### src/scac_blend.sv
// Pixel blend datapath: glyph color over a stored inverted-alpha ARGB pixel.
// Purely combinational; the source alpha is computed upstream.
module scac_blend (
    input  logic [31:0] i_dest,
    input  logic [7:0]  i_src_alpha,
    input  logic [31:0] i_glyph_color,
    output logic [31:0] o_pixel
);

    logic [7:0]  comp;
    logic [15:0] alpha_prod;
    logic [7:0]  alpha_sum;
    logic [16:0] sum_r;
    logic [16:0] sum_g;
    logic [16:0] sum_b;

    assign comp = 8'hff - i_src_alpha;

    // opacity of destination weighted by complement, then inverted back
    assign alpha_prod = 16'(8'hff - i_dest[31:24]) * 16'(comp);
    assign alpha_sum  = i_src_alpha + alpha_prod[15:8];

    assign sum_r = 17'(16'(i_glyph_color[31:24]) * 16'(i_src_alpha))
                 + 17'(16'(i_dest[23:16]) * 16'(comp));
    assign sum_g = 17'(16'(i_glyph_color[23:16]) * 16'(i_src_alpha))
                 + 17'(16'(i_dest[15:8]) * 16'(comp));
    assign sum_b = 17'(16'(i_glyph_color[15:8]) * 16'(i_src_alpha))
                 + 17'(16'(i_dest[7:0]) * 16'(comp));

    assign o_pixel = {8'hff - alpha_sum, sum_r[15:8], sum_g[15:8], sum_b[15:8]};

endmodule

### config.mk
export PLATFORM = sky130hd
export DESIGN_NAME = scac_blend
export DESIGN_NICKNAME = d
export VERILOG_FILES = /design/src/scac_blend.sv
export SDC_FILE = /design/constraint.sdc
export NUM_CORES = 1
export LEC_CHECK = 0
export BUFFER_PORTS_ARGS = -buffer_cell sky130_fd_sc_hd__buf_2
export CORE_MARGIN = 5
export CORE_UTILIZATION = 47
export DETAILED_ROUTE_END_ITERATION = 10
export PLACE_DENSITY = 0.73
export SLEW_MARGIN = 15
export SYNTH_ARGS = -nofsm -noshare
export SYNTH_HDL_FRONTEND = slang
export SYNTH_SLANG_ARGS = --single-unit
### constraint.sdc
create_clock -name vclk -period 5.3
set_input_delay 0 -clock vclk [all_inputs]
set_output_delay 0 -clock vclk [all_outputs]
set_load 0.005 [all_outputs]
**Word-level counts from Yosys, hierarchy flattened**

Cells that the tools add are included.
Widths: inputs -> output; s select.

- Logic and storage cells: 14
- Output and inout bits: 32
- Bits of input ports: 72
- Register bits: 0

- Multiply operators: 7
- Add/subtract/negate cells: 7

Operator list:

| operator | number |
|---|---|
| $mul 8x8->16 | 6 |
| $add 16x16->16 | 3 |
| $mul 9x9->16 | 1 |
| $sub 8x8->8 const A | 2 |
| $sub 8x8->9 const A | 1 |
| $add 8x8->8 | 1 |

**Logic depth before layout (Yosys ltp)**

- Word-level depth: 4
- Gate-level depth with buffers: 26
- Gate-level depth less buffers: 24

**Worst setup path after synthesis**

No wires, ideal clock.

- Kind: input to output
- From: input i_src_alpha[2]
- To: output o_pixel[31]
- Arrival: 5.659 ns
- Buffers on the path: 2
- Path slack: -0.359 ns
- Required time: 5.300 ns
- Stages on the path: 23
- Cell sequence: clkbuf_1 -> clkbuf_1 -> or2_2 -> fa_1 -> inv_1 -> fa_1 -> inv_1 -> fa_1 -> inv_1 -> fa_1 -> ha_1 -> and3_1 -> a211o_1 -> o311a_4 -> o21a_1 -> or2_1 -> ha_1 -> and3_1 -> a211o_1 -> a21o_1 -> a21oi_1 -> xnor2_1 -> xnor2_1

- Cells in the longest elaborated chain, start to end: 4

RTL lines:

| what | line | RTL |
|---|---|---|
| start, declared | 5 | `input logic [7:0] i_src_alpha,` |
| $sub 8x8->8 | 17 | `assign comp = 8'hff - i_src_alpha;` |
| $mul 9x9->16 | 20 | `assign alpha_prod = 16'(8'hff - i_dest[31:24]) * 16'(comp);` |
| $add 8x8->8 * | 21 | `assign alpha_sum = i_src_alpha + alpha_prod[15:8];` |
| $sub 8x8->8 * | 30 | `assign o_pixel = {8'hff - alpha_sum, sum_r[15:8], sum_g[15:8], sum_b[15:8]};` |
| end, declared | 7 | `output logic [31:0] o_pixel` |

Mark *: on every way between the ends. The rest lies on a longest branch, timed or not.

**Worst setup path in the final report**

Same ends and word-level chain as after synthesis.

==> impl_metrics.yaml <==
run_status:
  status: "finished, violations left"
  violations: "setup timing"
timing:
  slew_violations: 0
  tns_ps: -196.4
  finalHoldViolCount: 0
  tightest_slew_ps: 365.8
  slew_headroom: 0.7498
  setup_slack_ps: -111.9
  fmaxAchievable_ghz: 0.1848
  rsz0062_at_grt: "true"
  timing.final.crit_share: 1.021
  final.min_clock_period_ps: 5412
  setup_violations: 2
logic_synthesis:
  synth.area.top_cells: "fa_1 44%, ha_1 19%, inv_1 12%"
  ys_seq_area_frac: 0
  yosysTopAreaCell: "fa_1"
  synth_top_cell_area_share: 0.4421
  syn_area_sq_um: 14580
  ys_warn_count: 0
  syn_nets: 2273
  post_synth_num_cell_types: 39
  syn_area_per_cell_sq_um: 8.799
  synthCells: 1657
floorplanning:
  initial_core_util: 0.4766
  die_w_microns: 186.1
  die_area_sq_um: 34640
  io_pins: 104
  coreArea_sq_um: 30590
  row_count: 64
  die_h_microns: 186.1
power:
  internal-power_mw: 5.875
  clock_power_share: 0
  power_density_nw_per_um2: 650.2
  p_sw_mw: 5.562
  pwr-share-seq: 0
  combPwrFrac: 1.000
  p_leak_nw: 9.526
  vdd_drop_max_v: 0.001128
  p_sw_frac: 0.4863
place:
  numPortBuffers: 96
  dp_hpwl_mm: 29.67
  placed_cell_area_sq_um: 16690
  gp_congestion: 0.8823
drt:
  ant_nets: 0
  vias_per_cell: 4.956
  drtIter0Drc: 516
  drc: 0
  vias: 11350
  drt-total-wl_mm: 34.93
  firstDrtPassIters: 5
  routedWlPerCell_microns: 15.25
layout:
  design.seq.count: 0
  final_core_util: 0.5751
  nClkBuffers: 0
  finalNetCount: 2510
  area_growth_pct: 20.65
  seqCellArea_sq_um: 0
  fillers: 2640
  final_area_sq_um: 17590
  drive_above_1_share: 0.2014
worst_setup_path:
  cpLargestDelayFamily: "adder cells"
  cp_slowest_cell: "fa_1"
  critPathBufInv: 6
  slowest_delay_ps: 560
  required_ps: 5300
  criticalPathCategory: "input port to output pin"
  crit_cells: 25
  start_kind: "input port"
  critPathMaxFanout: 12
  end_kind: "output pin"
  critPathArrivalTime_ps: 5410
job:
  maxCapViolations: 0
global_route:
  grt_pass1_vias: 12500
  grt_max_degree: 20
  grt-ovfl-total: 0
  track_usage: 0.2074
  antenna_found_initial: 2
  grt_pass1_wl_mm: 58.66
worst_hold_path:
  hold_class: "input port to output pin"
  hold_path_depth: 5
[metal layers]
layer / global-route usage / vias to the layer above / share of wire
met4: 0.04051 / 2 / 0.021
met2: 0.3724 / 317 / 0.51
met3: 0.02198 / 60 / 0.053
li1: - / 5265 / -
met1: 0.2750 / 5706 / 0.42
met5: 0 / - / 0.00020
[layout by cell type (no fill, tap or decap), types with 6 or more instances in the layout]
cell / count
buf_4: 158
nor2b_2: 6
buf_12: 13
fa_1: 309
ha_1: 210
ha_4: 9
a21o_1: 6
a21oi_2: 6
buf_2: 85
nor2b_1: 137
and2_1: 108
buf_6: 12
a21oi_1: 15
nand2b_1: 9
nor2_1: 52
fa_2: 13
inv_2: 8
xnor2_1: 38
or2_4: 13
inv_1: 462
or2_2: 10
nand2_1: 132
xor2_1: 7
[path summary, 6_finish.rpt]
check                 startpoint     endpoint  slack [ps]
setup / recovery  i_src_alpha[2]  o_pixel[31]        -110
hold / removal    i_src_alpha[0]  o_pixel[24]         530
[power groups by stage]
stage | Sequential (mW) | Clock, mW | Combinational [mW]
floorplan | 0 | 0 | 6.29
global placement | 0 | 0 | 9.65
detailed placement | 0 | 0 | 9.93
CTS | 0 | 0 | 10.4
global route | 0 | 0.0000000252 | 13.0
finish | 0 | 0.0000000505 | 11.4
[repair_timing]
| item | in CTS | in global routing |
|---|---|---|
| endpoints found under the hold margin | 0 | 0 |
| buffers inserted | 7 | 17 |
| resized for setup | 62 | 89 |
| cloned | 3 | 2 |
| setup endpoints to repair | 11 | 14 |
| hold buffers | 0 | 0 |
| pin swaps | 45 | 54 |
[logic make-up (layout without fill, tap and decap cells)]
kind of cell               after synthesis  in the layout  synth area share
adders and majority gates              544            544            0.6326
AOI/OAI and AO/OA                       60             60           0.02849
xor gates and xnor gates                47             47           0.02823
other                                    0              2                 0
and+or+nand+nor                        490            490            0.1778
buffers and inverters                  516            751            0.1328
[cell usage after synthesis, types with 2 or more instances]
| master | number |
|---|---|
| clkbuf_1 | 39 |
| inv_1 | 472 |
| and3_1 | 2 |
| o31ai_1 | 2 |
| o21ai_1 | 4 |
| a31oi_1 | 3 |
| buf_1 | 2 |
| and2_1 | 112 |
| o21bai_1 | 3 |
| or2_1 | 2 |
| ha_1 | 222 |
| o21ai_0 | 6 |
| a2111oi_0 | 2 |
| nand3_1 | 3 |
| clkinv_1 | 3 |
| nor4_1 | 2 |
| fa_1 | 322 |
| nor2b_1 | 144 |
| or3_1 | 3 |
| nand2_1 | 134 |
| or2_2 | 22 |
| a21oi_1 | 21 |
| nor3_1 | 2 |
| nor2_1 | 53 |
| a21o_1 | 6 |
| a211o_1 | 2 |
| xnor2_1 | 40 |
| o21a_1 | 3 |
| nand2b_1 | 10 |
| xor2_1 | 7 |
[metrics by stage]
| stage | setup WS, ps | power, mW | cells | hold slack [ps] |
|---|---|---|---|---|
| floorplan | -40.45 | 6.287 | 1657 | 141.1 |
| global placement | -340.8 | 9.652 | 2260 | 602.9 |
| detailed placement | -336.0 | 9.926 | 2260 | 600.5 |
| CTS | -170.8 | 10.38 | 2269 | 535.2 |
| global route | -267.7 | 13.01 | 2289 | 581.0 |
| finish | -111.9 | 11.44 | 2290 | 528.0 |
[layout make-up]
class                      count  area [sq um]  share of cell area
timing repair buffer         276          2190              0.1245
tap                          396         495.5             0.02817
inverter                     475          1790              0.1018
antenna                        2         5.005           0.0002845
multi-input combinational   1141         13110              0.7453
Power figures use the tool's default switching activity.
