<file path="src/scac_pkg.sv">
// Shared types and constants for the subtitle coverage ARGB compositor.
// No dependencies; imported by scac_out_fifo, the compositor top level and the testbench.
package scac_pkg;

    // operation codes
    localparam logic [1:0] OP_BLEND = 2'd0;
    localparam logic [1:0] OP_READ  = 2'd1;
    localparam logic [1:0] OP_CLEAR = 2'd2;

    // configuration register indexes
    localparam logic [1:0] CFG_LEFT   = 2'd0;
    localparam logic [1:0] CFG_TOP    = 2'd1;
    localparam logic [1:0] CFG_WIDTH  = 2'd2;
    localparam logic [1:0] CFG_HEIGHT = 2'd3;

    localparam int CFG_DATA_W  = 16;
    localparam int DIM_W       = 9;             // canvas width / height registers
    localparam int ADDR_FULL_W = 2 * DIM_W;     // row * pitch + column
    localparam int POS_W       = 16;
    localparam int REL_W       = POS_W + 1;     // position minus origin

    localparam logic [31:0] TRANSPARENT_PIXEL = 32'hff00_0000;
    localparam logic [DIM_W-1:0] DIM_RESET    = 9'd256;

    // result queue depth; covers every word in flight plus slack
    localparam int OUT_DEPTH = 8;
    localparam int OUT_PTR_W = $clog2(OUT_DEPTH);
    localparam int OUT_CNT_W = $clog2(OUT_DEPTH + 1);

    typedef struct packed {
        logic [31:0] pixel;
        logic        in_bounds;
    } t_result;

endpackage

</file>
<file path="src/scac_out_fifo.sv">
// Result queue between the compositor pipeline and the output channel.
// Depends on scac_pkg for the result type and depth.
module scac_out_fifo
    import scac_pkg::*;
(
    input  logic    i_clk,
    input  logic    i_rst_n,
    input  logic    i_push,
    input  t_result i_push_data,
    input  logic    i_pop,
    output logic    o_valid,
    output t_result o_data
);

    t_result              r_mem [OUT_DEPTH];
    logic [OUT_PTR_W-1:0] r_wr_ptr;
    logic [OUT_PTR_W-1:0] r_rd_ptr;
    logic [OUT_CNT_W-1:0] r_count;
    logic                 pop_ok;

    assign o_valid = (r_count != '0);
    assign o_data  = r_mem[r_rd_ptr];
    assign pop_ok  = i_pop && o_valid;

    always_ff @(posedge i_clk) begin
        if (!i_rst_n) begin
            r_wr_ptr <= '0;
            r_rd_ptr <= '0;
            r_count  <= '0;
        end else begin
            if (i_push) begin
                r_wr_ptr <= r_wr_ptr + 1'b1;
            end
            if (pop_ok) begin
                r_rd_ptr <= r_rd_ptr + 1'b1;
            end
            r_count <= r_count + OUT_CNT_W'(i_push) - OUT_CNT_W'(pop_ok);
        end
    end

    always_ff @(posedge i_clk) begin
        if (i_push) begin
            r_mem[r_wr_ptr] <= i_push_data;
        end
    end

    // upstream credit must keep the queue from overflowing
    a_no_overflow: assert property (@(posedge i_clk) disable iff (!i_rst_n)
        (r_count == OUT_CNT_W'(OUT_DEPTH)) |-> (!i_push || pop_ok))
        else $error("result queue overflow");

endmodule

</file>
<file path="config.mk">
export PLATFORM = sky130hd
export DESIGN_NAME = scac_out_fifo
export DESIGN_NICKNAME = d
export VERILOG_FILES = /design/src/scac_pkg.sv /design/src/scac_out_fifo.sv
export SDC_FILE = /design/constraint.sdc
export NUM_CORES = 1
export LEC_CHECK = 0
export BUFFER_PORTS_ARGS = -buffer_cell sky130_fd_sc_hd__buf_2
export CORE_MARGIN = 4
export CORE_UTILIZATION = 60
export DETAILED_ROUTE_END_ITERATION = 6
export MAX_ROUTING_LAYER = met4
export PLACE_DENSITY = 0.79
export SLEW_MARGIN = 5
export SYNTH_ARGS = -nofsm -noshare
export SYNTH_HDL_FRONTEND = slang
export SYNTH_SLANG_ARGS = --single-unit
</file>
<file path="constraint.sdc">
create_clock -name i_clk -period 3.9 [get_ports i_clk]
set_input_delay 0.195 -clock i_clk [delete_from_list [all_inputs] [get_ports i_clk]]
set_output_delay 0.195 -clock i_clk [all_outputs]
set_load 0.02 [all_outputs]
</file>
; ---- Word-level counts from Yosys, hierarchy flattened
; Memory sizes are Yosys's and may differ from the RTL's. A register that Yosys moved wholly into a read port is not among the register bits.
; Index checks and enable logic that the tools add are counted.
[word_totals]
ff_bits = 10
mem_bits_rw = 264
input_bits = 37
out_inout_bits = 34
word_cells = 14
n_memories = 1
[memory_table]
columns = name, words, width, rd, rd_clocked_by_memory_dff, wr, line
row1 = r_mem, 8, 33, 1, 1, 1, scac_out_fifo.sv:15  ; t_result r_mem [OUT_DEPTH];
[classes]
addsub = 4
muxes = 4
reduce_logical = 2
[ops]
columns = operator, count
row1 = $add 3x1->3 const B, 2
row2 = $mux 3, 2
row3 = $add 4x1->4, 1
row4 = $reduce_bool 4->1, 1
row5 = $sub 4x1->4, 1
row6 = $mux 1, 2
row7 = $logic_and 1x1->1, 1

; ---- Depth between registers and ports, before layout
[depth]
ltp_word = 4
mapped_depth = 10
ltp_nobuf = 10

; ---- Least setup slack after synthesis
; No wires, ideal clock.
[synth_path]
kind = register -> register
from = reg r_wr_ptr[2]
to = mem r_mem[0][0] (netlist bit), enable pin
setup_ps = 464
arrival_ps = 2768
t_required_ps = 3436
setup_slack_ps = 667
path_stages_with_launch = 3
path_buffers = 0
synth_period_minus_slack_ps = 3233
cell_sequence = dfxtp_1 nand2b_1 nor3_1
[synth_lines]
columns = element, line
row1 = from (decl), scac_out_fifo.sv:16  ; logic [OUT_PTR_W-1:0] r_wr_ptr;
row2 = from (signal assigned), scac_out_fifo.sv:32  ; r_wr_ptr <= r_wr_ptr + 1'b1;
row3 = to (decl), scac_out_fifo.sv:15
; No word-level cell before the write port.

==> impl_metrics.tcl <==
set metrics [dict create \
    cts_root_buf "clkbuf_16" \
    cp_slowest_cell "dfxtp_4" \
    clk_pin_slew_ns 0.06 \
    worstHoldStart "i_rst_n" \
    die_area_um2 19800 \
    cts.sinks 277 \
    clk_path_buf_depth 3 \
    layoutNonFillerInstCount 822 \
    antenna_left 0 \
    finalCritPeriodShare_pct 74.3 \
    slew_viol_final 0 \
    regToRegSetupSlack_ns 1.65 \
    die_w_um 141 \
    synth_warnings 0 \
    nets 622 \
    r2r-end "r_count[3]" \
    busiest_layer "met2" \
    p_int_w 0.00537 \
    drt_wl_total_um 19300 \
    fin_crit_ns 2.90 \
    place_ws_ns 1.46 \
    tns_ns 0 \
    drcViolationCount 0 \
    fill_cells 982 \
    grt_max_degree 35 \
    area_growth_pct 17.6 \
    syn-num-nets 497 \
    grt_pass1_vias 5202 \
    dr.pass1.iters 5 \
    skew_ns 0.00644 \
    overflow 0 \
    start_util_pct 61.1 \
    ios 71 \
    use_met3_pct 3.70 \
    muxShareOfSynthArea_pct 18.4 \
    seq_power_share_pct 49.6 \
    max-vdd-ir-drop_mv 0.396 \
    path_max_fanout 34 \
    place.gp.congestion 0.751 \
    hold_end "r_wr_ptr[1]" \
    path_class "register to primary output" \
    final_cell_mix "edfxtp_1 (264), buf_2 (70), mux4_2 (66), mux2_2 (33), dlygate4sd3_1 (33)" \
    numCtsBuffers 27 \
    synth-simple-area-share_pct 1.56 \
    status "finished, final reports clean" \
    use_met2_pct 33.7 \
    grtUsageMet1_pct 28.1 \
    grt.total_usage_pct 20.8 \
    worstHoldPathCells 2 \
    critPathBufInv 2 \
    p_comb_share_pct 14.9 \
    max_slew.worst_pin.slew_ns 1.05 \
    holdWs_ns 0.0487 \
    fp.coreArea_um2 17300 \
    cp-end-kind "primary output" \
    rows 48 \
    pwr-share-clk_pct 35.4 \
    vias_per_cell 5.90 \
    drive_gt1_share_pct 38.9 \
    switching_share_pct 23.8 \
    cp_slowest_stage_delay_ns 0.79 \
    clkLatencyLatePin_ns 0.52 \
    placed_cells 741 \
    switchingPower_w 0.00168 \
    postCtsHoldBufs 33 \
    hold_class "primary input to register" \
    dp.final_hpwl_um 10600 \
    timing.fmax_mhz 345 \
    fp.dieH_um 141 \
    required_ns 3.70 \
    timing.final.ws_setup_ns 1.00 \
    crit_family "multiplexers" \
    rr_worst_depth 9 \
    vias 4852 \
    rr_startpoint "r_count[2]" \
    port_buffers 70 \
    grt_pass1_wl_um 30400 \
    synthesis.area_um2 10600 \
    antenna_found_initial 1 \
    setup_viol 0 \
    postCtsResizedCells 0 \
    worst_setup_path_start_kind "register" \
    fin_util_pct 71.9 \
    p_per_area_nw_per_um2 567 \
    critPathArrivalTime_ns 2.70 \
    yosys.area_share.adder_pct 0.900 \
    relSlewSlack_pct 30.1 \
    synth-seq-cells 277 \
    leakagePower_nw 4.08 \
    ys_types 25 \
    wl_per_cell_um 23.5 \
    final_common_cell "edfxtp_1" \
    yosys.area_share.xor_xnor_pct 0.249 \
    cts_setup_buffers 0 \
    synth_top_family_by_area "multiplexers" \
    syn_area_per_cell_um2 23.3 \
    finalHoldViolCount 0 \
    drt-initial-drc-count 362 \
    rsz0062_at_grt "no" \
    seq_area_frac_synth_pct 77.5 \
    crit_chain "buf_12, mux4_2, mux2_2, buf_2" \
    synth_compound_area_share_pct 0.118 \
    cap_violations 0 \
    cts.htree.levels 1 \
    cts_tree "done" \
    syn-instance-count 453 \
]
-- final cells by class --
| class | count | area (µm²) | share of cell area (%) |
|---|---|---|---|
| antenna | 1 | 2.50 | 0.0201 |
| sequential | 277 | 8190 | 65.9 |
| tap | 225 | 282 | 2.26 |
| clock inverter | 16 | 160 | 1.29 |
| inverter | 4 | 15.0 | 0.121 |
| multi-input combinational | 153 | 2300 | 18.5 |
| timing repair buffer | 115 | 783 | 6.30 |
| clock buffer | 31 | 691 | 5.56 |
-- worst max path at each step --
stage | start | to | slack (ns) | depth (start not counted)
after detailed placement | register | o_data[27] | 1.46 | 4
after CTS | register | o_data[4] | 0.89 | 4
final | register | o_data[4] | 1.00 | 4
after global placement | register | o_data[4] | 1.48 | 4
after global routing | register | o_data[4] | 0.78 | 4
after floorplan | r_wr_ptr[2] | r_mem[0][0] | 0.67 | 2
-- worst reg2reg max path, stage by stage, from the launching register on --
cell and delay (ns):
dfxtp_1 0.30, inv_1 0.06, ha_1 0.14, or3b_2 0.47
nand2_1 0.26, or2_2 0.17, ha_1 0.21, a21o_1 0.17
a21oi_1 0.18, mux2i_1 0.20
-- layer usage --
| metal | part of all wire (%) | vias up | routed length, µm |
|---|---|---|---|
| li1 | - | 2143 | - |
| met1 | 41 | 2539 | 7890 |
| met2 | 52 | 145 | 9990 |
| met3 | 5.9 | 25 | 1150 |
| met4 | 1.6 | 0 | 319 |
| met5 | 0 | - | 0 |
-- cell families (layout without fill, tap and decap cells) --
family	count (synthesis)	count (layout)
compound gates	2	2
xor+xnor	3	3
fa+ha+maj	7	7
buf+inv	23	166
flops	277	277
mux	108	108
other cells	0	1
simple gates	33	33
-- cells in the mapped netlist --
| cell type | instances | share of area [%] |
|---|---|---|
| edfxtp_1 | 264 | 75 |
| mux4_2 | 66 | 14 |
| mux2_2 | 33 | 3.5 |
| dfxtp_1 | 13 | 2.5 |
| mux2i_1 | 9 | 0.85 |
| nand2_1 | 9 | 0.32 |
| clkbuf_1 | 7 | 0.25 |
| nor2_1 | 7 | 0.25 |
| buf_2 | 6 | 0.28 |
| ha_1 | 6 | 0.71 |
| nand2b_1 | 6 | 0.36 |
| buf_6 | 5 | 0.53 |
| and2_1 | 4 | 0.24 |
| inv_1 | 4 | 0.14 |
| nor2b_1 | 2 | 0.12 |
| nor3_1 | 2 | 0.095 |
| xnor2_1 | 2 | 0.17 |
| a21o_1 | 1 | 0.071 |
| a21oi_1 | 1 | 0.047 |
| buf_1 | 1 | 0.035 |
| fa_1 | 1 | 0.19 |
| nand3_1 | 1 | 0.047 |
| or2_2 | 1 | 0.059 |
| or3b_2 | 1 | 0.083 |
| xor2_1 | 1 | 0.083 |
-- stage by stage --
step	instance area, µm²	power, W
2_1_floorplan	10600	0.00429
3_3_place_gp	11200	0.00457
3_5_place_dp	11200	0.00461
4_1_cts	12400	0.00712
5_1_grt	12400	0.00733
6_report	12400	0.00705
-- sequential cells by signal, summed over array words and instances (netlist names), named ones only --
name	flops
r_mem	264
r_count	4
r_rd_ptr	3
r_wr_ptr	3
-- power groups by stage --
stage,Clock [W],Combinational [W],Sequential [W]
2_1_floorplan,0,0.000839,0.00345
3_3_place_gp,0,0.00101,0.00356
3_5_place_dp,0,0.00104,0.00357
4_1_cts,0.00254,0.00107,0.00351
5_1_grt,0.00268,0.00114,0.00352
6_report,0.00250,0.00105,0.00350
(Power assumes the default switching activity.)
